[config.mk]
export PLATFORM = sky130hd
export DESIGN_NAME = peak_to_peak_auto_gain_level
export DESIGN_NICKNAME = d
export VERILOG_FILES = /design/src/sv/ptpag_pkg.sv /design/src/sv/ptpag_front.sv /design/src/sv/ptpag_queue.sv /design/src/sv/ptpag_back.sv /design/src/sv/peak_to_peak_auto_gain_level.sv
export SDC_FILE = /design/constraint.sdc
export NUM_CORES = 1
export LEC_CHECK = 0
export BUFFER_PORTS_ARGS = -buffer_cell sky130_fd_sc_hd__buf_2
export CAP_MARGIN = 15
export CORE_AREA = 2 2 156 158
export CTS_BUF_LIST = sky130_fd_sc_hd__clkbuf_16
export DETAILED_ROUTE_END_ITERATION = 7
export DIE_AREA = 0 0 158 160
export PLACE_DENSITY = 0.77
export SLEW_MARGIN = 10
export SYNTH_ARGS = -nofsm -noshare
export SYNTH_HDL_FRONTEND = slang
export SYNTH_SLANG_ARGS = --single-unit
[constraint.sdc]
create_clock -name clk -period 6.37 [get_ports clk]
set_clock_uncertainty 0.2 [all_clocks]
set_input_delay 0.3185 -clock clk [delete_from_list [all_inputs] [get_ports clk]]
set_output_delay 0.3185 -clock clk [all_outputs]
set_load 0.05 [all_outputs]
[src/sv/ptpag_pkg.sv]
package ptpag_pkg;

	localparam int ADC_BITS_DEF = 10;   // default sample width
	localparam int LEVEL_GAIN   = 5;
	localparam int FULL_SCALE   = 255;
	localparam int BRIGHT_W     = 8;    // brightness field width
	localparam int LEVEL_FW     = 13;   // level field width on the output
	localparam int OUT_DATA_W   = 24;   // brightness + level, padded to bytes
	localparam int Q_DEPTH      = 2;    // window results between front and back

endpackage

[src/sv/ptpag_front.sv]
module ptpag_front #(
	parameter int ADC_BITS = ptpag_pkg::ADC_BITS_DEF
) (
	input  logic                clk,
	input  logic                arst_n,
	input  logic                in_valid,
	output logic                in_ready,
	input  logic [ADC_BITS-1:0] in_sample,
	input  logic                in_last,
	input  logic                q_full,
	output logic                q_push,
	output logic [ADC_BITS+2:0] q_level,
	output logic [ADC_BITS+2:0] q_peak
);
	import ptpag_pkg::*;

	localparam int LEVEL_W = ADC_BITS + 3;
	localparam logic [ADC_BITS:0] MIN_EMPTY = (ADC_BITS+1)'(1) << ADC_BITS;

	logic [ADC_BITS-1:0] max_q;
	logic [ADC_BITS:0]   min_q;
	logic [LEVEL_W-1:0]  peak_q;
	logic [ADC_BITS-1:0] max_s1;
	logic [ADC_BITS-1:0] min_s1;
	logic                pend_s1;

	logic [ADC_BITS-1:0] new_max;
	logic [ADC_BITS:0]   new_min;
	logic [ADC_BITS-1:0] diff;
	logic [LEVEL_W-1:0]  level;
	logic [LEVEL_W-1:0]  new_peak;
	logic                take;

	assign in_ready = !pend_s1 && !q_full;
	assign take     = in_valid && in_ready;

	// both extremes see every sample
	assign new_max = (in_sample > max_q) ? in_sample : max_q;
	assign new_min = ({1'b0, in_sample} < min_q) ? {1'b0, in_sample} : min_q;

	assign diff     = max_s1 - min_s1;
	assign level    = LEVEL_W'(diff) * LEVEL_W'(LEVEL_GAIN);
	assign new_peak = (level > peak_q) ? level : peak_q;

	assign q_push  = pend_s1;
	assign q_level = level;
	assign q_peak  = new_peak;

	always_ff @(posedge clk or negedge arst_n) begin
		if (!arst_n) begin
			max_q   <= '0;
			min_q   <= MIN_EMPTY;
			peak_q  <= '0;
			pend_s1 <= 1'b0;
		end else begin
			pend_s1 <= take && in_last;
			if (pend_s1) begin
				peak_q <= new_peak;
			end
			if (take) begin
				if (in_last) begin
					max_q <= '0;
					min_q <= MIN_EMPTY;
				end else begin
					max_q <= new_max;
					min_q <= new_min;
				end
			end
		end
	end

	always_ff @(posedge clk) begin
		if (take && in_last) begin
			max_s1 <= new_max;
			min_s1 <= new_min[ADC_BITS-1:0];   // never above the sample
		end
	end

endmodule

[src/sv/ptpag_queue.sv]
module ptpag_queue #(
	parameter int WIDTH = 2 * (ptpag_pkg::ADC_BITS_DEF + 3)
) (
	input  logic             clk,
	input  logic             arst_n,
	input  logic             push,
	input  logic [WIDTH-1:0] push_data,
	output logic             full,
	input  logic             pop,
	output logic [WIDTH-1:0] pop_data,
	output logic             empty,
	output logic [$clog2(ptpag_pkg::Q_DEPTH):0] count
);
	import ptpag_pkg::*;

	localparam int PTR_W = (Q_DEPTH > 1) ? $clog2(Q_DEPTH) : 1;
	localparam int CNT_W = $clog2(Q_DEPTH) + 1;

	logic [WIDTH-1:0] mem_q [Q_DEPTH];
	logic [PTR_W-1:0] wptr_q;
	logic [PTR_W-1:0] rptr_q;
	logic [CNT_W-1:0] cnt_q;

	assign full     = (cnt_q == CNT_W'(Q_DEPTH));
	assign empty    = (cnt_q == '0);
	assign count    = cnt_q;
	assign pop_data = mem_q[rptr_q];

	function automatic logic [PTR_W-1:0] next_ptr(input logic [PTR_W-1:0] p);
		next_ptr = (p == PTR_W'(Q_DEPTH - 1)) ? '0 : p + PTR_W'(1);
	endfunction

	always_ff @(posedge clk or negedge arst_n) begin
		if (!arst_n) begin
			wptr_q <= '0;
			rptr_q <= '0;
			cnt_q  <= '0;
		end else begin
			if (push) begin
				wptr_q <= next_ptr(wptr_q);
			end
			if (pop) begin
				rptr_q <= next_ptr(rptr_q);
			end
			if (push && !pop) begin
				cnt_q <= cnt_q + CNT_W'(1);
			end else if (pop && !push) begin
				cnt_q <= cnt_q - CNT_W'(1);
			end
		end
	end

	always_ff @(posedge clk) begin
		if (push) begin
			mem_q[wptr_q] <= push_data;
		end
	end

endmodule

[src/sv/ptpag_back.sv]
module ptpag_back #(
	parameter int ADC_BITS = ptpag_pkg::ADC_BITS_DEF
) (
	input  logic                           clk,
	input  logic                           arst_n,
	input  logic                           q_empty,
	input  logic [ADC_BITS+2:0]            q_level,
	input  logic [ADC_BITS+2:0]            q_peak,
	output logic                           q_pop,
	output logic                           out_valid,
	input  logic                           out_ready,
	output logic [ptpag_pkg::BRIGHT_W-1:0] out_bright,
	output logic [ptpag_pkg::LEVEL_FW-1:0] out_level
);
	import ptpag_pkg::*;

	localparam int LEVEL_W = ADC_BITS + 3;
	localparam int NUM_W   = LEVEL_W + BRIGHT_W;
	localparam int CNT_W   = $clog2(BRIGHT_W);

	localparam logic [1:0] ST_IDLE = 2'd0;
	localparam logic [1:0] ST_DIV  = 2'd1;
	localparam logic [1:0] ST_DONE = 2'd2;

	logic [1:0]          state_q;
	logic [CNT_W-1:0]    cnt_q;
	logic [NUM_W-1:0]    rem_q;
	logic [NUM_W-1:0]    dvs_q;
	logic [BRIGHT_W-1:0] quo_q;
	logic [LEVEL_W-1:0]  lvl_q;
	logic                zero_q;
	logic                valid_q;
	logic [BRIGHT_W-1:0] bright_q;
	logic [LEVEL_FW-1:0] level_q;

	logic             ge;
	logic [NUM_W-1:0] lvl_wide;
	logic             load_out;

	assign q_pop    = (state_q == ST_IDLE) && !q_empty;
	assign ge       = (rem_q >= dvs_q);
	assign lvl_wide = NUM_W'(lvl_q);
	assign load_out = (state_q == ST_DONE) && (!valid_q || out_ready);

	assign out_valid  = valid_q;
	assign out_bright = bright_q;
	assign out_level  = level_q;

	always_ff @(posedge clk or negedge arst_n) begin
		if (!arst_n) begin
			state_q <= ST_IDLE;
			cnt_q   <= '0;
			valid_q <= 1'b0;
		end else begin
			if (load_out) begin
				valid_q <= 1'b1;
			end else if (valid_q && out_ready) begin
				valid_q <= 1'b0;
			end
			unique case (state_q)
				ST_IDLE: begin
					if (!q_empty) begin
						state_q <= ST_DIV;
						cnt_q   <= '0;
					end
				end
				ST_DIV: begin
					cnt_q <= cnt_q + CNT_W'(1);
					if (cnt_q == CNT_W'(BRIGHT_W - 1)) begin
						state_q <= ST_DONE;
					end
				end
				ST_DONE: begin
					if (load_out) begin
						state_q <= ST_IDLE;
					end
				end
				default: state_q <= ST_IDLE;
			endcase
		end
	end

	// restoring divide, one quotient bit per cycle; quotient fits 8 bits as level <= peak
	always_ff @(posedge clk) begin
		if (q_pop) begin
			rem_q  <= NUM_W'(q_level) * NUM_W'(FULL_SCALE);
			dvs_q  <= NUM_W'(q_peak) << (BRIGHT_W - 1);
			lvl_q  <= q_level;
			zero_q <= (q_peak == '0);
			quo_q  <= '0;
		end else if (state_q == ST_DIV) begin
			if (ge) begin
				rem_q <= rem_q - dvs_q;
			end
			dvs_q <= dvs_q >> 1;
			quo_q <= {quo_q[BRIGHT_W-2:0], ge};
		end
		if (load_out) begin
			bright_q <= zero_q ? '0 : quo_q;
			level_q  <= lvl_wide[LEVEL_FW-1:0];
		end
	end

endmodule

[src/sv/peak_to_peak_auto_gain_level.sv]
// Peak-to-peak sound level with automatic gain.
// Input stream: s_tdata carries one ADC sample, s_tlast marks the last sample of a
// measuring window. Samples that do not close a window are taken one per cycle
// while the queue has room. In the cycle after a window-closing sample the input
// drops tready while the front stage forms level = (max - min) * 5 and raises
// the running peak. Output stream: one transaction per window with brightness =
// level * 255 / peak (0 while the peak is still 0) and the level itself.
// The back end is an 8-step restoring divider, one quotient bit per cycle; a result
// passes the queue, the idle state, the divide steps and the done state before it
// shows on m_tvalid, and the next window is taken once it is in the output register.
// A two-entry queue sits between front and back; when the receiver stalls, the
// finished result holds in the output register, the divider keeps working on the
// next window, and the input stalls only once that queue is full.
// Reset clears the window extremes, the running peak, the queue and the output valid.
module peak_to_peak_auto_gain_level #(
	parameter int ADC_BITS = ptpag_pkg::ADC_BITS_DEF
) (
	input  logic                                clk,
	input  logic                                arst_n,
	input  logic                                s_tvalid,
	output logic                                s_tready,
	input  logic [((ADC_BITS+7)/8)*8-1:0]       s_tdata,  // [ADC_BITS-1:0] sample
	input  logic                                s_tlast,
	output logic                                m_tvalid,
	input  logic                                m_tready,
	output logic [ptpag_pkg::OUT_DATA_W-1:0]    m_tdata   // [7:0] brightness, [20:8] level
);
	import ptpag_pkg::*;

	localparam int LEVEL_W = ADC_BITS + 3;
	localparam int PAD_W   = OUT_DATA_W - BRIGHT_W - LEVEL_FW;

	logic                      q_push;
	logic                      q_pop;
	logic                      q_full;
	logic                      q_empty;
	logic [$clog2(Q_DEPTH):0]  q_count;
	logic [LEVEL_W-1:0]        push_level;
	logic [LEVEL_W-1:0]        push_peak;
	logic [2*LEVEL_W-1:0]      pop_data;
	logic [BRIGHT_W-1:0]       bright;
	logic [LEVEL_FW-1:0]       level;

	ptpag_front #(.ADC_BITS(ADC_BITS)) u_front (
		.clk      (clk),
		.arst_n   (arst_n),
		.in_valid (s_tvalid),
		.in_ready (s_tready),
		.in_sample(s_tdata[ADC_BITS-1:0]),
		.in_last  (s_tlast),
		.q_full   (q_full),
		.q_push   (q_push),
		.q_level  (push_level),
		.q_peak   (push_peak)
	);

	ptpag_queue #(.WIDTH(2 * LEVEL_W)) u_queue (
		.clk      (clk),
		.arst_n   (arst_n),
		.push     (q_push),
		.push_data({push_peak, push_level}),
		.full     (q_full),
		.pop      (q_pop),
		.pop_data (pop_data),
		.empty    (q_empty),
		.count    (q_count)
	);

	ptpag_back #(.ADC_BITS(ADC_BITS)) u_back (
		.clk       (clk),
		.arst_n    (arst_n),
		.q_empty   (q_empty),
		.q_level   (pop_data[LEVEL_W-1:0]),
		.q_peak    (pop_data[2*LEVEL_W-1:LEVEL_W]),
		.q_pop     (q_pop),
		.out_valid (m_tvalid),
		.out_ready (m_tready),
		.out_bright(bright),
		.out_level (level)
	);

	assign m_tdata = {{PAD_W{1'b0}}, level, bright};

	a_gap_after_last: assert property (@(posedge clk) disable iff (!arst_n)
		s_tvalid && s_tready && s_tlast |=> !s_tready)
		else $error("input taken right after a window-closing sample");

	a_queue_bound: assert property (@(posedge clk) disable iff (!arst_n)
		q_count <= ($clog2(Q_DEPTH)+1)'(Q_DEPTH) && !(q_push && q_full))
		else $error("window queue overflow");

	a_no_pop_empty: assert property (@(posedge clk) disable iff (!arst_n)
		q_pop |-> !q_empty)
		else $error("divider took from an empty queue");

	a_flat_dark: assert property (@(posedge clk) disable iff (!arst_n)
		(ADC_BITS <= ADC_BITS_DEF) && m_tvalid && level == '0 |-> bright == '0)
		else $error("flat window gave nonzero brightness");

endmodule

=== Word-level counts from Yosys, hierarchy flattened ===
Memories as Yosys holds them, arrays and structs flattened.
Index checks and enable logic that the tools add are counted.

* Add/sub/neg operators: 7
* Eq/ne operators: 7
* Reduce and logical (&&, ||, !) cells: 27
* Multiplexer cells: 24
* Order comparisons: 4
* $mul: 2

{| class="wikitable"
|+ Operator list
! operator !! count
|-
| two-way mux 21 bit || 3
|-
| two-way mux 20 bit || 2
|-
| two-way mux 11 bit || 2
|-
| greater-or-equal comparator 21 x 20 -> 1 bit || 1
|-
| multiplier 13 x 8 -> 21 bit, second input constant || 1
|-
| subtractor 21 x 20 -> 21 bit || 1
|-
| two-way mux 10 bit || 2
|-
| > comparator 13 bit || 1
|-
| logical NOT 13 bit || 1
|-
| multiplier 10 x 3 -> 13 bit, second input constant || 1
|-
| two-way mux 13 bit || 1
|-
| nonzero test 2 bit || 6
|-
| less-than comparator 10 x 11 -> 1 bit || 1
|-
| > comparator 10 bit || 1
|-
| two-way mux 2 bit || 5
|-
| subtractor 10 bit || 1
|-
| logical AND 1 bit || 8
|-
| two-way mux 1 bit || 6
|-
| one-hot mux 2 bit (3 select lines) || 1
|-
| one-hot mux 3 bit (2 select lines) || 1
|-
| AND reduction 2 bit || 3
|-
| logical NOT 1 bit || 5
|-
| equality test 2 bit, second input constant || 2
|-
| logical NOT 2 bit || 2
|-
| other kinds (11) || 13
|}

* Register bits: 149
* Bits in writable memories: 52
* Memories kept: 1
* Output and inout bits: 26
* Logic and storage cells: 93
* Bits of input ports: 21

{| class="wikitable"
|+ Memories
! memory !! depth !! bits a word !! read ports !! clocked after memory_dff !! write ports !! line !! RTL
|-
| u_queue.mem_q || 2 || 26 || 1 || 0 || 1 || ptpag_queue.sv:19 || <nowiki>logic [WIDTH-1:0] mem_q [Q_DEPTH];</nowiki>
|}

=== Logic depth before layout (Yosys ltp) ===
Gate-level depths: netlist of run 1.

* Depth after elaboration: 6
* Depth in mapped cells: 24
* Mapped depth without buffers: 23

=== By module ===
From an unflattened synthesis of run 1, not the netlist that was laid out.

* Cells, all modules: 1251
* Area total of the unflattened synthesis: 13565.5 um2

{| class="wikitable"
|+ Modules (own cells, without submodules)
! module !! instances !! area each (um2) !! seq. area each (um2) !! cells each
|-
| ptpag_back || 1 || 7030.5 || 2522.4 || 701
|-
| ptpag_front || 1 || 4345.4 || 1477.7 || 449
|-
| ptpag_queue || 1 || 2163.3 || 1661.6 || 97
|-
| peak_to_peak_auto_gain_level || 1 || 26.3 || 0.0 || 4
|}

=== Least setup slack after synthesis of run 1 ===
No wires, ideal clock.

* Path kind: register to register
* Start: register u_queue.rptr_q
* End: register u_back.rem_q[20] (data pin)
* Setup time: 146 ps
* Buffers on the path: 2
* Arrival: 5480 ps
* Stages on the path, launching flop included: 22
* Data required time: 6024 ps
* Setup slack: 544 ps
* Clock period less this slack: 5826 ps
* Path through: dfrtp_1 -> clkbuf_1 -> buf_1 -> mux2i_1 -> inv_1 -> fa_1 -> inv_1 -> fa_1 -> inv_1 -> fa_1 -> inv_1 -> fa_1 -> inv_1 -> ha_1 -> a21o_1 -> a21oi_1 -> o21ai_0 -> a211o_1 -> a211o_1 -> o41ai_2 -> a41oi_1 -> a21oi_1

* Longest elaborated chain between the ends: 3

{| class="wikitable"
|+ RTL lines
! item !! line !! RTL
|-
| from (decl) || ptpag_queue.sv:21 || <nowiki>logic [PTR_W-1:0] rptr_q;</nowiki>
|-
| from (signal assigned) || ptpag_queue.sv:43 || <nowiki>rptr_q <= next_ptr(rptr_q);</nowiki>
|-
| memory (2 x 26 bit) || n/a ||
|-
| named net pop_data[8] || peak_to_peak_auto_gain_level.sv:40 || <nowiki>logic [2*LEVEL_W-1:0] pop_data;</nowiki>
|-
| multiplier 13 x 8 -> 21 bit || ptpag_back.sv:86 || <nowiki>rem_q <= NUM_W'(q_level) * NUM_W'(FULL_SCALE);</nowiki>
|-
| two-way mux 21 bit || ptpag_back.sv:85 || <nowiki>if (q_pop) begin</nowiki>
|-
| to (signal assigned) || ptpag_back.sv:86 ||
|-
| to (signal assigned) || ptpag_back.sv:93 || <nowiki>rem_q <= rem_q - dvs_q;</nowiki>
|-
| to (decl) || ptpag_back.sv:27 || <nowiki>logic [NUM_W-1:0] rem_q;</nowiki>
|}

The timed path passes the listed nets, and every way through them passes these cells.
A chain may end at the register's enable or synchronous reset.

=== Worst setup path after layout of run 1 ===
Ends and elaborated chain as after synthesis.

==> results of run 1 <==
per-layer routing:
layer / global-route usage, % / up-vias / wire length (um)
met2: 36.3 / 130 / 12700
met4: 5.32 / 0 / 469
met1: 24.6 / 4095 / 10300
met5: 0 / - / 0
met3: 2.85 / 35 / 838
li1: - / 4151 / -
worst max-delay path: cells and delay by family, from the launching register on:
family	cells	cell delay, ns
adders and majority gates	5	2.49
DFF	1	0.60
AOI/OAI and AO/OA	8	1.64
muxes	1	0.34
buffers and inverters	5	0.42
kinds of logic after synthesis:
family | count (synthesis)
AO/OA/AOI/OAI | 243
AND/OR/NAND/NOR | 230
buffers and inverters | 202
flip-flops | 201
adder cells (fa/ha/maj) | 175
multiplexers | 55
XOR/XNOR | 50
other | 1
state kept, by name (all words and copies together) (netlist names), 3 cells and up:
name / count
u_queue.mem_q: 52
u_front.max_q: 10
u_back.lvl_q: 13
u_front.peak_q: 13
u_back.out_level: 13
u_back.cnt_q: 3
u_back.quo_q: 8
u_front.max_s1: 10
u_front.min_s1: 10
u_back.out_bright: 8
u_back.rem_q: 21
u_back.dvs_q: 20
u_front.min_q: 11
timing repair:
item                                   CTS  global route
setup endpoints to repair                0            12
setup buffers                            0             0
gates resized for setup                  0             2
endpoints found under the hold margin   82             0
hold buffers                            12             0
cell usage in the layout, fill, tap and decap left out, drive strengths merged, types with 6 or more instances in the layout:
| cell | count |
|---|---|
| clkbuf | 22 |
| nand2 | 88 |
| fa | 58 |
| ha | 117 |
| dfxtp | 15 |
| dfrtp | 44 |
| mux2i | 25 |
| a21oi | 65 |
| nand3 | 11 |
| o21ai | 62 |
| o22ai | 13 |
| o21a | 12 |
| mux2 | 30 |
| nor4 | 8 |
| nor2b | 22 |
| buf | 49 |
| xnor2 | 28 |
| nor3 | 10 |
| xor2 | 22 |
| a22o | 20 |
| and3 | 7 |
| inv | 176 |
| edfxtp | 141 |
| nor2 | 44 |
| a21o | 24 |
| nand4 | 6 |
| clkinv | 9 |
| dlygate4sd3 | 12 |
| nand2b | 8 |
through the flow:
| stage | setup WS (ns) | std cells |
|---|---|---|
| 2_1_floorplan | 0.544 | 1159 |
| 3_3_place_gp | 0.367 | 1498 |
| 3_5_place_dp | 0.302 | 1498 |
| 4_1_cts | 0.313 | 1550 |
| 5_1_grt | 0.0763 | 1552 |
| 6_report | 0.537 | 1552 |
path summary, 6_finish.rpt:
check	slack, ns	end	from
min in group asynchronous	0.14	u_front.min_q[3]$_DFFE_PN0P_	arst_n
max	0.54	u_back.rem_q[20]$_DFFE_PP_	u_queue.rptr_q$_DFFE_PN0P_
min reg2reg	0.22	u_back.out_level[6]$_DFFE_PP_	u_back.lvl_q[6]$_DFFE_PP_
min	0.06	u_front.min_q[10]$_DFFE_PN1P_	s_tvalid
max in group asynchronous	5.24	u_queue.rptr_q$_DFFE_PN0P_	arst_n
max reg2reg	0.54	u_back.rem_q[20]$_DFFE_PP_	u_queue.rptr_q$_DFFE_PN0P_
area by class of cell:
| class | instances | area, um2 | share of cell area, % |
|---|---|---|---|
| Sequential cell | 201 | 5660 | 39.9 |
| Inverter | 170 | 638 | 4.49 |
| Tap cell | 324 | 405 | 2.85 |
| Timing Repair Buffer | 61 | 423 | 2.98 |
| Clock inverter | 18 | 141 | 0.995 |
| Multi-Input combinational cell | 756 | 6390 | 44.9 |
| Clock buffer | 22 | 551 | 3.87 |
==> metrics.md, run 1 <==
| Metric | Value |
|---|---|
| Outcome | complete, no violations |
| Drt total wl | 24.3 mm |
| Ant. Diodes | 0 |
| Syn_area_per_cell | 11.1 um2 |
| Largest net degree at the start of global routing | 46 |
| Fin crit share | 91.6% |
| Rows | 57 |
| Simple-gate share of the synthesized area | 8.87% |
| Core area | 0.0238 mm2 |
| Top post-synthesis cells by area | edfxtp_1, ha_1, fa_1 |
| Final hold vios | 0 |
| Initial antenna violation count | 0 |
| Drt drc | 0 |
| CTS Root Cell | clkbuf_16 |
| Ys async rst share | 22.4% |
| DPL Wire Length | 18.4 mm |
| Slew @ Worst Pin | 1.16 ns |
| CP max stage delay | 0.60 ns |
| Synthesized flop and latch total | 201 |
| Most common cell in the netlist | inv_1 |
| Port bufs | 37 |
| CP Class | reg -> reg |
| Syn. warnings | 0 |
| Complex-gate fraction of the synthesized area | 12.2% |
| Synth top area share | 33.1% |
| Crit path max-delay cell type | dfrtp_2 |
| Clk sinks | 201 |
| Max Clock Freq | 171 MHz |
| Commonest cells in the netlist | inv_1, edfxtp_1, ha_1 |
| WP data arrival | 6.00 ns |
| H-tree Lvls | 1 |
| Vias in the first global route | 8626 |
| Placed Area | 0.0134 mm2 |
| CTS tree | built |
| DRT Pass-1 Iters | 6 |
| Worst Hold Slack | 0.0628 ns |
| WL per Instance | 15.7 um |
| Final RePlAce weighted congestion | 0.920 |
| CP dominant cell by count | inv_1 |
| Distinct cells, synth | 71 |
| Leading area contributor after synthesis | edfxtp_1 |
| Synth-to-layout area growth | 11.0% |
| Multiplexer share of the synthesized area | 4.60% |
| Fillers | 1934 |
| Vias/cell | 5.42 |
| Worst setup EP type | flop |
| Die ar. | 0.0253 mm2 |
| Via count | 8411 |
| First-pass GRT wire length | 40.8 mm |
| Reg2reg path depth | 19 |
| WP data required | 6.54 ns |
| Fin util | 59.6% |
| MaxCap Viol Count | 0 |
| CP Max Fanout | 15 |
| Rel. slew slack | 22.4% |
| Total grt overflow | 0 |
| Count of final max-slew check failures | 0 |
| Max Root-Sink Buffers | 3 |
| Num CTS Buffers | 22 |
| Critical path cell sequence | mux2i_1, inv_1, fa_1, inv_1, fa_1, inv_1, fa_1, inv_1, fa_1, inv_1, ha_1, a21o_1, a21oi_1, o21ai_0, a211o_1, a211o_1, o41ai_2, a41oi_1, a21oi_1 |
| Die extent in x | 158 um |
| DR iter-0 viols | 489 |
| RSZ-0062 raised after global routing | false |
| Largest family of logic cells by synthesized area | adder cells |
| Final TNS setup | 0 ns |
| Post-synthesis cell area | 0.0128 mm2 |
| Min-Delay Path Depth | 3 |
| Initial Util | 53.7% |
| Ys flop type | edfxtp_1 |
| DRT antenna net count | 0 |
| Post-synth EDFFs | 141 |
| Final Setup Violations | 0 |
| Die Height | 160 um |
| Hold Path Class | in -> reg |
| Design Area, Final | 0.0142 mm2 |
| Reg clk slew, reported paths | 0.06 ns |
| I/O Pins | 47 |
| Final #Nets | 1408 |
| Crit start category | flop |
| Post-synthesis adder-cell area fraction | 20.5% |
| All-Layer GR Usage | 19.9% |
| Clk Latency, worst-skew pair | 0.53 ns |
| XOR/XNOR Fraction of Synth Area | 3.48% |
| Cell count after synthesis | 1157 |
| Sequential fraction of the synthesis area | 44.2% |
| Layout cells sized above 1 | 10.7% |
| Crit path time final | 5.83 ns |
Power of run 1 is not shown: default switching activity piles up to over one toggle a cycle in this logic, so the estimate is an artifact.
==> run 2, diff against run 1 <==
--- a/config.mk
+++ b/config.mk
@@ -5,12 +5,13 @@
 export SDC_FILE = /design/constraint.sdc
 export NUM_CORES = 1
 export LEC_CHECK = 0
+export ABC_AREA = 1
 export BUFFER_PORTS_ARGS = -buffer_cell sky130_fd_sc_hd__buf_2
 export CAP_MARGIN = 15
-export CORE_AREA = 2 2 156 158
+export CORE_AREA = 2 2 158 160
 export CTS_BUF_LIST = sky130_fd_sc_hd__clkbuf_16
 export DETAILED_ROUTE_END_ITERATION = 7
-export DIE_AREA = 0 0 158 160
+export DIE_AREA = 0 0 160 162
 export PLACE_DENSITY = 0.77
 export SLEW_MARGIN = 10
 export SYNTH_ARGS = -nofsm -noshare
==> metrics.md, run 2 <==
| Metric | Value |
|---|---|
| Critical path cell sequence | clkinv_1, or2_2, o21ai_0, inv_1, fa_1, inv_1, fa_1, inv_1, fa_1, inv_1, fa_1, inv_1, ha_1, nand2_1, nor4_1, nand2_1, nand3_1, a21boi_0, xnor2_1, nand2_1, o21ai_0 |
| PostCTS Resize Cnt | 0 |
| Distinct cells, synth | 58 |
| Fin crit share | 90.2% |
| Crit start category | flop |
| DRT antenna net count | 0 |
| DRT Pass-1 Iters | 5 |
| Crit path max-delay cell type | fa_1 |
| MaxCap Viol Count | 0 |
| Max Root-Sink Buffers | 3 |
| Drt drc | 0 |
| CP max stage delay | 0.60 ns |
| WP data arrival | 5.81 ns |
| Top reg by flops | u_queue.mem_q |
| Via count | 9418 |
| Synth-to-layout area growth | 11.0% |
| All-Layer GR Usage | 20.9% |
| Ys flop type | edfxtp_1 |
| RSZ-0062 raised after global routing | false |
| First-pass GRT wire length | 44.6 mm |
| Fin util | 60.2% |
| Slew @ Worst Pin | 1.04 ns |
| Max Clock Freq | 174 MHz |
| Ant. Diodes | 0 |
| Synth top area share | 32.4% |
| Die extent in x | 160 um |
| CP Max Fanout | 10 |
| Core area | 0.0241 mm2 |
| H-tree Lvls | 1 |
| Drt total wl | 26.1 mm |
| Biggest regs | u_queue.mem_q (52), u_back.rem_q (21), u_back.dvs_q (20) |
| CTS Root Cell | clkbuf_16 |
| DR iter-0 viols | 548 |
| Final hold vios | 0 |
| CTS tree | built |
| Commonest non-fill, non-tap cell in the layout | inv_1 |
| CP dominant cell by count | inv_1 |
| Rows | 57 |
| Rel. slew slack | 30.8% |
| Die ar. | 0.0259 mm2 |
| Sequential fraction of the synthesis area | 43.3% |
| Ys async rst share | 22.4% |
| CP Class | reg -> reg |
| Total grt overflow | 0 |
| Initial Util | 54.2% |
| Commonest cells in the netlist | inv_1, nand2_1, edfxtp_1 |
| Final TNS setup | 0 ns |
| WL per Instance | 14.6 um |
| Critical path's top delay family | adder cells |
| Outcome | complete, no violations |
| Leading area contributor after synthesis | edfxtp_1 |
| Final RePlAce weighted congestion | 0.937 |
| I/O Pins | 47 |
| Vias in the first global route | 9525 |
| Reg-to-Reg End | u_back.rem_q[14]$_DFFE_PP_ |
| Die Height | 162 um |
| Post-synth EDFFs | 141 |
| Crit path time final | 5.74 ns |
| Final #Nets | 1648 |
| Syn. warnings | 0 |
| Initial antenna violation count | 0 |
| Number of flip-flops in the largest register | 52 |
| Top post-synthesis cells by area | edfxtp_1, ha_1, fa_1 |
| Reg2reg path depth | 21 |
| Syn_area_per_cell | 9.37 um2 |
| Count of final max-slew check failures | 0 |
| Port bufs | 37 |
| WP data required | 6.43 ns |
| WP buf/inv | 6 |
| Most frequent cells in the layout | inv_1, nand2_1, edfxtp_1 |
| R2R setup slack | 0.63 ns |
| R2R Path Start | u_queue.rptr_q$_DFFE_PN0P_ |
| Reg clk slew, reported paths | 0.06 ns |
| Worst setup EP type | flop |
| Hold Path Class | in -> async |
| Num CTS Buffers | 24 |
| Clk sinks | 201 |
| Clk Latency, worst-skew pair | 0.54 ns |
| Cell count after synthesis | 1395 |
| DPL Wire Length | 19.7 mm |
| Final Setup Violations | 0 |
| Synthesized flop and latch total | 201 |
| Vias/cell | 5.25 |
| Layout cells sized above 1 | 8.65% |
| Post-synthesis cell area | 0.0131 mm2 |
| Largest net degree at the start of global routing | 48 |
-- run 2: cell families after synthesis --
family                     after synthesis  share of synthesized area (%)
and+or+nand+nor                        441                           15.0
buffers and inverters                  286                           8.34
AOI/OAI and AO/OA                      257                           10.9
DFF                                    201                           43.3
adders and majority gates              175                           20.1
xor gates and xnor gates                27                           1.81
muxes                                    7                          0.536
other                                    1                         0.0287
-- run 2: layer usage --
layer | track usage (%) | vias to the layer above | routed length, um
met3 | 2.55 | 53 | 988
met5 | 0 | - | 0
met1 | 25.2 | 4470 | 10700
li1 | - | 4718 | -
met4 | 5.86 | 0 | 729
met2 | 39.5 | 177 | 13700
-- run 2: stage by stage --
step	setup slack (ns)	hold WS, ns	std cells	cell area (um2)
3_5_place_dp	0.635	0.205	1736	13600
2_1_floorplan	0.819	-0.177	1397	13100
5_1_grt	0.184	0.0731	1793	14500
3_3_place_gp	0.702	0.202	1736	13600
6_report	0.625	0.0461	1793	14500
4_1_cts	0.584	0.0280	1791	14500
-- run 2: timing repair --
| item | 4_1_cts | 5_1_grt |
|---|---|---|
| setup buffers | 0 | 0 |
| hold buffers | 12 | 0 |
| hold endpoints to repair | 74 | 0 |
-- run 2: how the worst max path moves through the flow --
| stage | from | to | slack, ns | depth (start not counted) |
|---|---|---|---|---|
| after detailed placement | u_queue.rptr_q$_DFFE_PN0P_ | u_back.rem_q[14]$_DFFE_PP_ | 0.64 | 21 |
| after CTS | u_queue.rptr_q$_DFFE_PN0P_ | u_back.rem_q[14]$_DFFE_PP_ | 0.58 | 21 |
| final | u_queue.rptr_q$_DFFE_PN0P_ | u_back.rem_q[14]$_DFFE_PP_ | 0.63 | 21 |
| after global placement | u_queue.rptr_q$_DFFE_PN0P_ | u_back.rem_q[17]$_DFFE_PP_ | 0.70 | 20 |
| after floorplan | u_queue.rptr_q$_DFFE_PN0P_ | u_back.rem_q[14]$_DFFE_PP_ | 0.82 | 23 |
| after global routing | u_queue.rptr_q$_DFFE_PN0P_ | u_back.rem_q[14]$_DFFE_PP_ | 0.18 | 20 |
-- run 2: layout make-up --
type                    count  area (um2)
clock buffers              24         601
clock inverters            19         139
fillers                  2011        9590
inverters                 256         961
multi-input cells         910        6340
flip-flops and latches    201        5660
well taps                 324         405
repair buffers             59         400
Power of run 2 is left out for the same reason.
